==> src/rtl/core/wtg_pkg.sv <==
// wavetable tone generator: shared constants, codes, divider request/response types
// and the half-sine table; no dependencies
`default_nettype none

package wtg_pkg;

  localparam int TABLE_SIZE   = 200;
  localparam int BASE_RATE_HZ = 125;
  localparam int SINE_ROM_LEN = 200;
  localparam int SINE_FULL    = 255;

  // divider widths: table size times base rate over a scaled frequency of up to 17 bits
  localparam int NUM_W   = 24;
  localparam int DEN_W   = 17;
  localparam int LEN_NUM = TABLE_SIZE * BASE_RATE_HZ;

  typedef enum logic [1:0] {
    OP_TICK = 2'd0,
    OP_TONE = 2'd1,
    OP_STOP = 2'd2
  } op_t;

  typedef enum logic [1:0] {
    SHAPE_SQUARE   = 2'd0,
    SHAPE_SAW      = 2'd1,
    SHAPE_TRIANGLE = 2'd2,
    SHAPE_SINE     = 2'd3
  } shape_t;

  typedef enum logic [2:0] {
    ST_IDLE,
    ST_LEN_DIV,
    ST_SINE_IDX_DIV,
    ST_SINE_LOOKUP,
    ST_SAMPLE_DIV
  } state_t;

  typedef struct packed {
    logic             start;
    logic [NUM_W-1:0] numerator;
    logic [DEN_W-1:0] denominator;
  } div_req_t;

  typedef struct packed {
    logic             done;
    logic [NUM_W-1:0] quotient;
  } div_rsp_t;

  localparam logic [7:0] SINE_ROM [SINE_ROM_LEN] = '{
    8'd0,   8'd0,   8'd0,   8'd1,   8'd1,   8'd2,   8'd3,   8'd4,   8'd5,   8'd6,
    8'd7,   8'd9,   8'd10,  8'd12,  8'd14,  8'd15,  8'd17,  8'd20,  8'd22,  8'd24,
    8'd26,  8'd29,  8'd32,  8'd34,  8'd37,  8'd40,  8'd43,  8'd46,  8'd49,  8'd52,
    8'd56,  8'd59,  8'd62,  8'd66,  8'd69,  8'd73,  8'd77,  8'd80,  8'd84,  8'd88,
    8'd92,  8'd96,  8'd100, 8'd103, 8'd107, 8'd111, 8'd115, 8'd119, 8'd123, 8'd128,
    8'd128, 8'd132, 8'd136, 8'd140, 8'd144, 8'd148, 8'd152, 8'd155, 8'd159, 8'd163,
    8'd167, 8'd171, 8'd175, 8'd178, 8'd182, 8'd186, 8'd189, 8'd193, 8'd196, 8'd199,
    8'd203, 8'd206, 8'd209, 8'd212, 8'd215, 8'd218, 8'd221, 8'd223, 8'd226, 8'd229,
    8'd231, 8'd233, 8'd235, 8'd238, 8'd240, 8'd241, 8'd243, 8'd245, 8'd246, 8'd248,
    8'd249, 8'd250, 8'd251, 8'd252, 8'd253, 8'd254, 8'd254, 8'd255, 8'd255, 8'd255,
    8'd255, 8'd255, 8'd255, 8'd254, 8'd254, 8'd253, 8'd253, 8'd252, 8'd251, 8'd250,
    8'd248, 8'd247, 8'd246, 8'd244, 8'd242, 8'd241, 8'd239, 8'd237, 8'd234, 8'd232,
    8'd230, 8'd227, 8'd225, 8'd222, 8'd219, 8'd217, 8'd214, 8'd211, 8'd208, 8'd204,
    8'd201, 8'd198, 8'd194, 8'd191, 8'd187, 8'd184, 8'd180, 8'd177, 8'd173, 8'd169,
    8'd165, 8'd161, 8'd157, 8'd153, 8'd150, 8'd146, 8'd142, 8'd138, 8'd134, 8'd130,
    8'd125, 8'd121, 8'd117, 8'd113, 8'd109, 8'd105, 8'd102, 8'd98,  8'd94,  8'd90,
    8'd86,  8'd82,  8'd78,  8'd75,  8'd71,  8'd68,  8'd64,  8'd61,  8'd57,  8'd54,
    8'd51,  8'd47,  8'd44,  8'd41,  8'd38,  8'd36,  8'd33,  8'd30,  8'd28,  8'd25,
    8'd23,  8'd21,  8'd18,  8'd16,  8'd14,  8'd13,  8'd11,  8'd9,   8'd8,   8'd7,
    8'd5,   8'd4,   8'd3,   8'd2,   8'd2,   8'd1,   8'd1,   8'd0,   8'd0,   8'd0
  };

endpackage

`default_nettype wire

==> src/rtl/core/wtg_divider.sv <==
// wavetable tone generator: shared restoring divider, one quotient bit per cycle
// depends on wtg_pkg for widths and the request/response structs
`default_nettype none

module wtg_divider import wtg_pkg::*; (
  input  logic     clk,
  input  logic     rst,
  input  div_req_t req,
  output div_rsp_t rsp
);

  localparam int CNT_W = $clog2(NUM_W);

  logic             busy;
  logic             done;
  logic [CNT_W-1:0] count;
  logic [DEN_W-1:0] rem;
  logic [DEN_W-1:0] den;
  logic [NUM_W-1:0] quo;
  logic [DEN_W:0]   shifted;
  logic [DEN_W:0]   diff;
  logic             fits;

  assign shifted = {rem, quo[NUM_W-1]};
  assign diff    = shifted - {1'b0, den};
  assign fits    = shifted >= {1'b0, den};

  always_ff @(posedge clk) begin
    if (rst) begin
      busy  <= 1'b0;
      done  <= 1'b0;
      count <= '0;
    end else begin
      done <= 1'b0;
      if (req.start) begin
        busy  <= 1'b1;
        count <= CNT_W'(NUM_W - 1);
      end else if (busy) begin
        if (count == '0) begin
          busy <= 1'b0;
          done <= 1'b1;
        end else begin
          count <= count - 1'b1;
        end
      end
    end
  end

  // a zero divisor yields all ones in the quotient
  always_ff @(posedge clk) begin
    if (req.start) begin
      quo <= req.numerator;
      den <= req.denominator;
      rem <= '0;
    end else if (busy) begin
      rem <= fits ? diff[DEN_W-1:0] : shifted[DEN_W-1:0];
      quo <= {quo[NUM_W-2:0], fits};
    end
  end

  assign rsp.done     = done;
  assign rsp.quotient = quo;

endmodule

`default_nettype wire

==> src/rtl/core/wavetable_tone_generator_core.sv <==
// Wavetable tone generator. Each input transfer carries one operation (tick, tone request,
// stop or the unused code) and yields exactly one result transfer. A tick that falls on a
// sample, and a tone request that is taken, run through one shared 24-step divider: such
// an item occupies the block until its result is ready, and a sine sample divides twice
// (table position, then volume scaling through the table value). Other items are answered
// from the idle state. in_stall is high while an item is in work or while a finished
// result is held back by out_stall. Samples are computed on the fly from shape, volume,
// period length and index; waveform_select is sampled when a tone request is taken.
// depends on wtg_pkg and wtg_divider
`default_nettype none

module wavetable_tone_generator_core import wtg_pkg::*; (
  input  logic        clk,
  input  logic        rst,
  input  logic        cfg_wr_en,
  input  logic [1:0]  cfg_wr_data,
  input  logic        in_valid,
  output logic        in_stall,
  input  logic [1:0]  operation,
  input  logic [15:0] tone_hz,
  input  logic [7:0]  volume,
  output logic        out_valid,
  input  logic        out_stall,
  output logic        duty_valid,
  output logic [9:0]  duty_level,
  output logic        accepted,
  output logic        playing
);

  localparam logic [17:0] BASE_18 = 18'(BASE_RATE_HZ);

  state_t      state, state_next;
  shape_t      waveform_select;
  logic [3:0]  tick_count, tick_count_next;
  logic [7:0]  sample_index, sample_index_next;
  shape_t      active_shape, active_shape_next;
  logic [7:0]  active_volume, active_volume_next;
  logic [7:0]  active_length, active_length_next;
  logic [3:0]  active_divisor, active_divisor_next;
  shape_t      pending_shape, pending_shape_next;
  logic [7:0]  pending_volume, pending_volume_next;
  logic [7:0]  pending_length, pending_length_next;
  logic [3:0]  pending_divisor, pending_divisor_next;
  logic        update_pending, update_pending_next;
  logic        is_playing, is_playing_next;
  logic        stop_pending, stop_pending_next;
  logic [7:0]  rom_value, rom_value_next;
  logic        out_valid_next;
  logic        duty_valid_next;
  logic [9:0]  duty_level_next;
  logic        accepted_next;
  logic        playing_next;

  logic        in_accept;
  logic        res_load;
  logic        res_valid;
  logic [9:0]  res_level;
  logic        res_accepted;
  logic [3:0]  tick_inc;
  logic [7:0]  half;
  logic [7:0]  len_minus_idx;
  logic        tri_rising;
  logic [7:0]  idx_inc;
  logic        wrap;
  logic [7:0]  mul_a, mul_b;
  logic [15:0] mul_p;
  logic [17:0] hz_x4, hz_x2, hz_x1;
  logic [3:0]  div_choice;
  logic [16:0] scaled;
  logic [7:0]  len_clamped;
  logic [7:0]  sine_idx;
  div_req_t    div_req;
  div_rsp_t    div_rsp;

  wtg_divider u_div (
    .clk (clk),
    .rst (rst),
    .req (div_req),
    .rsp (div_rsp)
  );

  assign in_stall  = (state != ST_IDLE) || (out_valid && out_stall);
  assign in_accept = in_valid && !in_stall;

  assign tick_inc      = tick_count + 4'd1;
  assign half          = {1'b0, active_length[7:1]};
  assign len_minus_idx = active_length - sample_index;
  assign tri_rising    = sample_index <= half;
  assign idx_inc       = sample_index + 8'd1;
  assign wrap          = idx_inc == (active_length - 8'd1);

  // clock divisor and scaled frequency for a tone request
  assign hz_x4 = {tone_hz, 2'b00};
  assign hz_x2 = {1'b0, tone_hz, 1'b0};
  assign hz_x1 = {2'b00, tone_hz};

  always_comb begin
    if (hz_x4 <= BASE_18) begin
      div_choice = 4'd8;
      scaled     = {tone_hz[13:0], 3'b000};
    end else if (hz_x2 <= BASE_18) begin
      div_choice = 4'd4;
      scaled     = {tone_hz[14:0], 2'b00};
    end else if (hz_x1 <= BASE_18) begin
      div_choice = 4'd2;
      scaled     = {tone_hz, 1'b0};
    end else begin
      div_choice = 4'd1;
      scaled     = {1'b0, tone_hz};
    end
  end

  always_comb begin
    if (div_rsp.quotient > NUM_W'(TABLE_SIZE)) begin
      len_clamped = 8'(TABLE_SIZE);
    end else if (div_rsp.quotient < NUM_W'(2)) begin
      len_clamped = 8'd2;
    end else begin
      len_clamped = div_rsp.quotient[7:0];
    end
  end

  assign sine_idx = (div_rsp.quotient >= NUM_W'(SINE_ROM_LEN)) ?
                    8'(SINE_ROM_LEN - 1) : div_rsp.quotient[7:0];

  // the one multiplier, shared by sample numerators and sine scaling
  always_comb begin
    if (state == ST_SINE_LOOKUP) begin
      mul_a = rom_value;
      mul_b = active_volume;
    end else if (active_shape == SHAPE_SINE) begin
      mul_a = 8'(SINE_ROM_LEN);
      mul_b = sample_index;
    end else if (active_shape == SHAPE_TRIANGLE && !tri_rising) begin
      mul_a = active_volume;
      mul_b = len_minus_idx;
    end else begin
      mul_a = active_volume;
      mul_b = sample_index;
    end
  end

  assign mul_p = mul_a * mul_b;

  always_comb begin
    state_next           = state;
    tick_count_next      = tick_count;
    sample_index_next    = sample_index;
    active_shape_next    = active_shape;
    active_volume_next   = active_volume;
    active_length_next   = active_length;
    active_divisor_next  = active_divisor;
    pending_shape_next   = pending_shape;
    pending_volume_next  = pending_volume;
    pending_length_next  = pending_length;
    pending_divisor_next = pending_divisor;
    update_pending_next  = update_pending;
    is_playing_next      = is_playing;
    stop_pending_next    = stop_pending;
    rom_value_next       = rom_value;
    div_req.start        = 1'b0;
    div_req.numerator    = '0;
    div_req.denominator  = DEN_W'(1);
    res_load             = 1'b0;
    res_valid            = 1'b0;
    res_level            = '0;
    res_accepted         = 1'b0;

    unique case (state)
      ST_IDLE: begin
        if (in_accept) begin
          unique case (op_t'(operation))
            OP_TICK: begin
              if (is_playing && tick_inc == active_divisor) begin
                tick_count_next     = '0;
                div_req.start       = 1'b1;
                div_req.denominator = DEN_W'(active_length);
                state_next          = ST_SAMPLE_DIV;
                if (active_length == '0) begin
                  div_req.denominator = DEN_W'(1);
                end else begin
                  case (active_shape)
                    SHAPE_SQUARE: begin
                      div_req.denominator = DEN_W'(1);
                      div_req.numerator   = (sample_index < half) ?
                                            '0 : NUM_W'(active_volume);
                    end
                    SHAPE_SAW: begin
                      div_req.numerator = NUM_W'(mul_p);
                    end
                    SHAPE_TRIANGLE: begin
                      if (!tri_rising && sample_index >= active_length) begin
                        div_req.numerator = '0;
                      end else begin
                        div_req.numerator = NUM_W'({mul_p, 1'b0});
                      end
                    end
                    default: begin
                      div_req.numerator = NUM_W'(mul_p);
                      state_next        = ST_SINE_IDX_DIV;
                    end
                  endcase
                end
              end else begin
                if (is_playing) begin
                  tick_count_next = tick_inc;
                end
                res_load = 1'b1;
              end
            end
            OP_TONE: begin
              if (!update_pending) begin
                div_req.start        = 1'b1;
                div_req.numerator    = NUM_W'(LEN_NUM);
                div_req.denominator  = scaled;
                pending_shape_next   = waveform_select;
                pending_volume_next  = volume;
                pending_divisor_next = div_choice;
                state_next           = ST_LEN_DIV;
              end else begin
                res_load = 1'b1;
              end
            end
            OP_STOP: begin
              stop_pending_next = 1'b1;
              res_load          = 1'b1;
            end
            default: begin
              res_load = 1'b1;
            end
          endcase
        end
      end

      ST_LEN_DIV: begin
        if (div_rsp.done) begin
          pending_length_next = len_clamped;
          update_pending_next = 1'b1;
          res_accepted        = 1'b1;
          if (!is_playing) begin
            // start from idle: load the request at once and give a zero duty
            is_playing_next     = 1'b1;
            update_pending_next = 1'b0;
            active_shape_next   = pending_shape;
            active_volume_next  = pending_volume;
            active_divisor_next = pending_divisor;
            active_length_next  = len_clamped;
            sample_index_next   = '0;
            tick_count_next     = '0;
            res_valid           = 1'b1;
          end
          res_load   = 1'b1;
          state_next = ST_IDLE;
        end
      end

      ST_SINE_IDX_DIV: begin
        if (div_rsp.done) begin
          rom_value_next = SINE_ROM[sine_idx];
          state_next     = ST_SINE_LOOKUP;
        end
      end

      ST_SINE_LOOKUP: begin
        div_req.start       = 1'b1;
        div_req.numerator   = NUM_W'(mul_p);
        div_req.denominator = DEN_W'(SINE_FULL);
        state_next          = ST_SAMPLE_DIV;
      end

      ST_SAMPLE_DIV: begin
        if (div_rsp.done) begin
          res_valid         = 1'b1;
          res_level         = {div_rsp.quotient[7:0], 2'b00};
          sample_index_next = wrap ? 8'd0 : idx_inc;
          // end of period: take up a waiting request, then a waiting stop
          if (wrap && update_pending) begin
            update_pending_next = 1'b0;
            active_shape_next   = pending_shape;
            active_volume_next  = pending_volume;
            active_length_next  = pending_length;
            active_divisor_next = pending_divisor;
            tick_count_next     = '0;
          end
          if (wrap && stop_pending) begin
            stop_pending_next = 1'b0;
            is_playing_next   = 1'b0;
          end
          res_load   = 1'b1;
          state_next = ST_IDLE;
        end
      end

      default: begin
        state_next = ST_IDLE;
      end
    endcase

    out_valid_next  = out_valid && out_stall;
    duty_valid_next = duty_valid;
    duty_level_next = duty_level;
    accepted_next   = accepted;
    playing_next    = playing;
    if (res_load) begin
      out_valid_next  = 1'b1;
      duty_valid_next = res_valid;
      duty_level_next = res_level;
      accepted_next   = res_accepted;
      playing_next    = is_playing_next;
    end
  end

  always_ff @(posedge clk) begin
    if (rst) begin
      state           <= ST_IDLE;
      waveform_select <= SHAPE_SQUARE;
      tick_count      <= '0;
      sample_index    <= '0;
      active_shape    <= SHAPE_SQUARE;
      active_volume   <= '0;
      active_length   <= 8'd1;
      active_divisor  <= 4'd1;
      pending_shape   <= SHAPE_SQUARE;
      pending_volume  <= '0;
      pending_length  <= 8'd1;
      pending_divisor <= 4'd1;
      update_pending  <= 1'b0;
      is_playing      <= 1'b0;
      stop_pending    <= 1'b0;
      out_valid       <= 1'b0;
    end else begin
      state           <= state_next;
      if (cfg_wr_en) begin
        waveform_select <= shape_t'(cfg_wr_data);
      end
      tick_count      <= tick_count_next;
      sample_index    <= sample_index_next;
      active_shape    <= active_shape_next;
      active_volume   <= active_volume_next;
      active_length   <= active_length_next;
      active_divisor  <= active_divisor_next;
      pending_shape   <= pending_shape_next;
      pending_volume  <= pending_volume_next;
      pending_length  <= pending_length_next;
      pending_divisor <= pending_divisor_next;
      update_pending  <= update_pending_next;
      is_playing      <= is_playing_next;
      stop_pending    <= stop_pending_next;
      out_valid       <= out_valid_next;
    end
  end

  // result register and sine table value
  always_ff @(posedge clk) begin
    rom_value  <= rom_value_next;
    duty_valid <= duty_valid_next;
    duty_level <= duty_level_next;
    accepted   <= accepted_next;
    playing    <= playing_next;
  end

endmodule

`default_nettype wire

==> config.mk <==
export PLATFORM = sky130hd
export DESIGN_NAME = wavetable_tone_generator_core
export DESIGN_NICKNAME = d
export VERILOG_FILES = /design/src/rtl/core/wtg_pkg.sv /design/src/rtl/core/wtg_divider.sv /design/src/rtl/core/wavetable_tone_generator_core.sv
export SDC_FILE = /design/constraint.sdc
export NUM_CORES = 1
export LEC_CHECK = 0
export ABC_AREA = 1
export BUFFER_PORTS_ARGS = -buffer_cell sky130_fd_sc_hd__clkbuf_2
export CORE_ASPECT_RATIO = 0.9
export CORE_MARGIN = 4
export CORE_UTILIZATION = 55
export DETAILED_ROUTE_END_ITERATION = 8
export PLACE_DENSITY = 0.72
export SYNTH_ARGS = -nofsm -noshare
export SYNTH_HDL_FRONTEND = slang
export SYNTH_SLANG_ARGS = --single-unit
export TNS_END_PERCENT = 10
==> constraint.sdc <==
create_clock -name clk -period 14.3 [get_ports clk]
set_input_delay 1.43 -clock clk [delete_from_list [all_inputs] [get_ports clk]]
set_output_delay 1.43 -clock clk [all_outputs]
set_load 0.005 [all_outputs]
==> After elaboration in Yosys (flattened, before gate mapping) <==
Memory sizes are Yosys's and may differ from the RTL's. A register that Yosys moved wholly into a read port is not among the register bits.
Cells that the tools add are included.
{ "totals": {"regBits": 143, "mem_bits_ro": 2048, "in_bits": 33, "out_inout_bits": 15, "n_memories": 1} }
{ "memory_table": {"columns": ["memory", "depth", "word_bits", "read_ports", "rd_clocked_by_memory_dff", "write_ports", "line", "rtl"], "rows": [
  ["(name not given)", 256, 8, 1, 1, 0, "wavetable_tone_generator_core.sv:259", "rom_value_next = SINE_ROM[sine_idx];"]
]} }
{ "op_classes": {"add_sub_neg": 6, "mul": 1, "magnitude_cmp": 10, "n_eq_ne": 26, "muxes": 102, "bitwise": 4, "n_reduce_logical": 36} }
{ "ops": {"columns": ["operator", "n"], "rows": [
  ["$mux W8", 23],
  ["$pmux W42 S2", 2],
  ["$mux W42", 3],
  ["$mux W17", 5],
  ["$mux W24", 3],
  ["$mux W4", 13],
  ["$pmux W24 S2", 1],
  ["$pmux W8 S2", 3],
  ["$ge A24 B8 Y1 const B", 1],
  ["$gt A24 B8 Y1 const B", 1],
  ["$lt A24 B2 Y1 const B", 1],
  ["$mux W3", 8],
  ["$mux W1", 22],
  ["$ge A18 B17 Y1", 1],
  ["$le A18 B7 Y1 const B", 1],
  ["$le A17 B7 Y1 const B", 1],
  ["$sub A17 B17 Y17", 1],
  ["$le A16 B7 Y1 const B", 1],
  ["$mul A8 B8 Y16", 1],
  ["$mux W5", 3],
  ["$ne A2 B1 Y1 const B", 6],
  ["$pmux W1 S2", 6],
  ["$pmux W3 S4", 1],
  ["$pmux W4 S3", 1],
  ["40 further kinds", 76]
]} }

==> Longest topological paths before layout <==
{ "depth": {"depth_word": 16, "mapped_depth": 34} }

==> Hierarchy <==
From an unflattened synthesis, not the netlist that was laid out.
{ "unflattened": {"cells_unflattened": 2052, "area_unflattened_um2": 13407.9} }
{ "modules_own_cells": {"columns": ["module", "instances", "cells_each", "area_each_um2"], "rows": [
  ["wavetable_tone_generator_core", 1, 1533, 9571.7],
  ["wtg_divider", 1, 519, 3836.2]
]} }

==> Worst setup path after synthesis <==
OpenSTA, ideal clock, no wires.
{ "synth_path": {"path_kind": "flip-flop to flip-flop", "from": "register active_length[0]", "to": "register u_div.quo[14], data pin", "setup_ns": 0.273, "arrival_time_ns": 5.492, "slack_ns": 8.535, "stages_incl_launch_ff": 32, "period_less_slack_ns": 5.765, "path_cell_list": "dfxtp_1 -> inv_1 -> ha_1 -> inv_1 -> fa_1 -> nand2_1 -> nand2_1 -> nand2_1 -> nand2_1 -> a21oi_1 -> xor2_1 -> o21ai_0 -> o21ai_1 -> or2_1 -> fa_1 -> fa_1 -> inv_1 -> fa_1 -> inv_1 -> fa_1 -> inv_1 -> ha_1 -> a21oi_1 -> or2_2 -> nand3_1 -> nand2_1 -> o21ai_0 -> xor2_1 -> nand2_1 -> nand2_1 -> nand2_1 -> nand4_1"} }
{ "synth_via": {"elab_chain_cells": 13, "elab_cells_between_ends": 16, "classes_between": "add/sub (1); mul (1); order compare (1); mux (11); reduce/logical (2)"} }
{ "synth_lines": {"columns": ["item", "line", "rtl"], "rows": [
  ["start: declaration", "wavetable_tone_generator_core.sv:38", "logic [7:0] active_length, active_length_next;"],
  ["start signal: assignment", "wavetable_tone_generator_core.sv:340", "active_length <= active_length_next;"],
  ["$sub A8 B8 Y8", "wavetable_tone_generator_core.sv:87", "assign len_minus_idx = active_length - sample_index;"],
  ["$mux W8", "wavetable_tone_generator_core.sv:134", "end else if (active_shape == SHAPE_TRIANGLE && !tri_rising) begin"],
  ["$mux W8", "wavetable_tone_generator_core.sv:131", "end else if (active_shape == SHAPE_SINE) begin"],
  ["$mux W8", "wavetable_tone_generator_core.sv:128", "if (state == ST_SINE_LOOKUP) begin"],
  ["$mul A8 B8 Y16", "wavetable_tone_generator_core.sv:143", "assign mul_p = mul_a * mul_b;"],
  ["$mux W17", "wavetable_tone_generator_core.sv:192", "if (!tri_rising && sample_index >= active_length) begin"],
  ["$pmux W24 S2", "wavetable_tone_generator_core.sv:182", "case (active_shape)"],
  ["$mux W24", "wavetable_tone_generator_core.sv:179", "if (active_length == '0) begin"],
  ["$mux W42", "wavetable_tone_generator_core.sv:174", "if (is_playing && tick_inc == active_divisor) begin"],
  ["$pmux W42 S2", "wavetable_tone_generator_core.sv:172", "unique case (op_t'(operation))"],
  ["$mux W42", "wavetable_tone_generator_core.sv:171", "if (in_accept) begin"],
  ["$pmux W42 S2 *", "wavetable_tone_generator_core.sv:169", "unique case (state)"],
  ["$mux W24 *", "wtg_divider.sv:51", "if (req.start) begin"],
  ["end signal: assignment", "wtg_divider.sv:52", "quo <= req.numerator;"],
  ["end signal: assignment", "wtg_divider.sv:57", "quo <= {quo[NUM_W-2:0], fits};"],
  ["end: declaration", "wtg_divider.sv:19", "logic [NUM_W-1:0] quo;"]
]} }
Mark *: on every way between the ends. The rest lies on a longest branch, timed or not.
A chain may end at the register's enable or synchronous reset.

==> Final worst setup path <==
{ "layout_path": {"from": "register active_length[6]", "to": "register u_div.quo[14], data pin"} }
{ "layout_via": {"elab_chain_cells": 15, "elab_cells_between_ends": 19, "classes_between": "add/sub (1); mul (1); order compare (2); mux (11); reduce/logical (4)"} }
{ "layout_lines": {"columns": ["item", "line", "rtl"], "rows": [
  ["$le A8 B7 Y1", "wavetable_tone_generator_core.sv:88", "assign tri_rising = sample_index <= half;"],
  ["$logic_not A1 Y1", "wavetable_tone_generator_core.sv:134, wavetable_tone_generator_core.sv:192", null],
  ["$logic_and A1 B1 Y1", "wavetable_tone_generator_core.sv:134", null],
  ["$mux W8", "wavetable_tone_generator_core.sv:134", null],
  ["$mux W8", "wavetable_tone_generator_core.sv:131", null],
  ["$mux W8", "wavetable_tone_generator_core.sv:128", null],
  ["$mul A8 B8 Y16", "wavetable_tone_generator_core.sv:143", null],
  ["$mux W17", "wavetable_tone_generator_core.sv:192", null],
  ["$pmux W24 S2", "wavetable_tone_generator_core.sv:182", null],
  ["$mux W24", "wavetable_tone_generator_core.sv:179", null],
  ["$mux W42", "wavetable_tone_generator_core.sv:174", null],
  ["$pmux W42 S2", "wavetable_tone_generator_core.sv:172", null],
  ["$mux W42", "wavetable_tone_generator_core.sv:171", null],
  ["$pmux W42 S2 *", "wavetable_tone_generator_core.sv:169", null],
  ["$mux W24 *", "wtg_divider.sv:51", null]
]} }
Marks and branches as above.

==> flow_metrics.tcl <==
set metrics [dict create \
    synth-seq-area-share 0.276 \
    ys_warn_count 0 \
    internal-power_w 0.000798 \
    timing.slew.headroom 0.178 \
    critPathKind "reg -> reg" \
    post_drt_wl_per_cell_um 17.5 \
    grt_use_total 0.295 \
    grt_setup_unrepaired "no" \
    drive_gt1_frac 0.0754 \
    io_pins 48 \
    via_count 12800 \
    start_util 0.557 \
    detailed_place.area_mm2 0.0133 \
    max-vdd-ir-drop_mv 0.0883 \
    largest_stage_delay_worst_path_ps 530 \
    cts_tree "built" \
    critical_path.top_delay_family "adder cells" \
    cts_num_sinks 149 \
    die_x_um 170 \
    area_delta_synth_final_pct 7.32 \
    met2_wl_mm 16.6 \
    maxCapViolations 0 \
    timing.rr.end "u_div.quo[14]" \
    synthCells 1884 \
    n_antenna_cell 0 \
    achievable-frequency_mhz 147 \
    synth_seq_cells 149 \
    powerDensity_mw_per_mm2 86.4 \
    hold_buffer_count_at_cts 0 \
    cellLeakagePower_nw 6.47 \
    grt.overflow.total 0 \
    critPathRequiredTime_ps 14590 \
    period_share 0.476 \
    clockBufferDepth 2 \
    route.detailed.vias_per_inst 5.77 \
    synth.top_cells.by_area "edfxtp_1 14%, dfxtp_1 14%, nand2_1 13%, ha_1 8.8%, inv_1 6.9%" \
    synthesis.area_per_instance_um2 6.88 \
    min-delay-path-class "reg -> reg" \
    layout.cell_area.non_filler_mm2 0.0139 \
    worst_path_max_delay_cell "fa_1" \
    grt_antenna_before_repair 0 \
    drt_total_wl_mm 38.7 \
    drt_first_iter_violations 1484 \
    gp_routability_congestion 0.990 \
    rr_startpoint "active_length[6]" \
    ctsHtreeMaxLevel 4 \
    switchingPower_w 0.000405 \
    worst_r2r_path_depth 30 \
    die_area_mm2 0.0261 \
    via_count_of_the_first_global_routing_pass 11900 \
    clock_power_share 0.383 \
    drc_errors 0 \
    clock_pin_slew_of_the_registers_on_the_worst_case_setup_and_hold_paths_ps 70 \
    cp-startpoint "active_length[6]" \
    synthDominantCellAreaShare 0.139 \
    crit_path_max_fanout 11 \
    final_count_of_pins_violating_max_slew 0 \
    wirelength_met1_mm 17.6 \
    postCtsSetupBuffers 0 \
    grt_first_pass_wirelength_mm 62.4 \
    report.final.setup_viol 0 \
    setup.worst_path.end_class "flop" \
    switching_share 0.337 \
    worstMarginPinSlew_ps 1220 \
    reg2reg_setup_slack_ps 7500 \
    clock_latency_ps 440 \
    synth_largest_area_cell "edfxtp_1" \
    fp.coreArea_mm2 0.0233 \
    clk_root_buffer_cell "clkbuf_16" \
    hold_viol_final 0 \
    post_cts_resized 0 \
    timing.clock.skew_ps 11.7 \
    run_status "completed" \
    cts_inserted_buffers 17 \
    netlist-cell-type-count 55 \
    worst-path-stages 30 \
    layout.filler_cells 2232 \
    hpwlAfterDp_mm 29.1 \
    rows 53 \
    category_of_the_worst_setup_path_launch_point "flop" \
    finalSetupTns_ps 0 \
    port_buffers 45 \
    period_needed_ps 6800 \
    die_y_um 154 \
    worst-endpoint-arrival_ps 7090 \
    power_frac_comb 0.189 \
    ant_nets 0 \
    route.top_layer_used "met4" \
    layout.nets 2060 \
    pwr-share-seq 0.429 \
    grt_max_degree 49 \
    met3RoutedLength_mm 3.58 \
    timing.critical_path.to "u_div.quo[14]" \
    syn_area_mm2 0.0130 \
    dr.pass1.iters 6 \
    cp_num_buf_inv 6 \
]
==> synthesized netlist by cell type, drive strengths merged <==
cell type    n
nand4       26
inv        252
xor2        23
a31oi        5
nor4         5
nand2      455
nor4b        1
edfxtp      60
nand3      168
dfxtp       89
ha          91
o2111ai      5
a21oi      130
clkinv       6
nand3b       2
o21bai       2
o311ai       1
a21o         2
or2         15
buf         38
o211ai      22
fa          38
nor3b        1
o31ai        3
a22oi        2
a211oi       2
nor2       234
o22ai       13
clkbuf      19
xnor2       20
conb         1
o21ai      129
a21boi       4
nor3        18
o221ai       2
==> per-stage QoR <==
stage / cells / hold WS, ps / setup WS, ps / power [W] / util
after global routing: 2213 / 475 / 6960 / 0.00126 / 0.598
after global placement: 2181 / 433 / 7830 / 0.000744 / 0.572
final: 2213 / 465 / 7500 / 0.00120 / 0.598
after CTS: 2213 / 455 / 7590 / 0.00120 / 0.598
after detailed placement: 2181 / 443 / 7600 / 0.000747 / 0.572
after floorplan: 1886 / 426 / 8530 / 0.000688 / -
==> layer usage <==
layer,vias to the layer above,global-route usage
met2,568,0.442
li1,6198,-
met3,80,0.0751
met5,-,0
met4,0,0.0744
met1,5929,0.427
==> kinds of logic (layout without fill, tap and decap cells) <==
logic type,Yosys count,after routing,synth area share
AND/OR/NAND/NOR,925,925,0.311
flip-flops,149,149,0.276
XOR/XNOR,43,43,0.0290
other,1,3,0.000289
adder cells (fa/ha/maj),129,129,0.146
AO/OA/AOI/OAI,322,322,0.137
buffers and inverters,315,340,0.0996
==> registers in the layout, summed over array words and instances, names as in the netlist, 2 cells and up <==
register	count
u_div.rem	17
state	3
pending_volume	8
rom_value	8
sample_index	8
active_divisor	4
active_length	8
u_div.count	5
u_div.quo	24
pending_divisor	4
pending_shape	2
active_volume	8
pending_length	8
u_div.den	17
duty_level	8
waveform_select	2
active_shape	2
tick_count	4
==> worst min-delay path, stage by stage, from the launching register on <==
cell	delay, ps
dfxtp_1	320
inv_1	50
a21oi_1	60
==> power groups by stage <==
| stage | Combinational [W] | Sequential (W) | Clock, W |
|---|---|---|---|
| 2_1_floorplan | 0.000176 | 0.000513 | 0 |
| 3_3_place_gp | 0.000220 | 0.000524 | 0 |
| 3_5_place_dp | 0.000224 | 0.000524 | 0 |
| 4_1_cts | 0.000226 | 0.000515 | 0.000464 |
| 5_1_grt | 0.000255 | 0.000520 | 0.000484 |
| 6_report | 0.000227 | 0.000516 | 0.000460 |
==> cell type report <==
class / count / area, um^2 / share of cell area
clock inverters: 15 / 184 / 0.0132
flip-flops and latches: 149 / 3580 / 0.257
inverters: 258 / 981 / 0.0705
multi-input cells: 1422 / 8100 / 0.582
clock buffers: 17 / 425 / 0.0306
repair buffers: 50 / 263 / 0.0189
well taps: 302 / 378 / 0.0272
==> layout by cell type, fill, tap and decap left out, types with 21 or more instances in the layout <==
| master | instances |
|---|---|
| clkbuf_2 | 45 |
| ha_1 | 91 |
| o21ai_1 | 21 |
| fa_1 | 38 |
| inv_1 | 240 |
| edfxtp_1 | 60 |
| nor2_1 | 214 |
| nand2_1 | 451 |
| nand4_1 | 25 |
| xor2_1 | 23 |
| o211ai_1 | 22 |
| nand3_1 | 161 |
| a21oi_1 | 128 |
| o21ai_0 | 107 |
| dfxtp_1 | 89 |
==> how the worst min path moves through the flow <==
stage	startpoint	end	slack, ps	depth (start not counted)
finish	stop_pending	stop_pending	460	2
floorplan	stop_pending	stop_pending	430	2
global route	stop_pending	stop_pending	470	2
CTS	stop_pending	stop_pending	460	2
global placement	stop_pending	stop_pending	430	2
detailed placement	stop_pending	stop_pending	440	2
(Power assumes the default switching activity.)
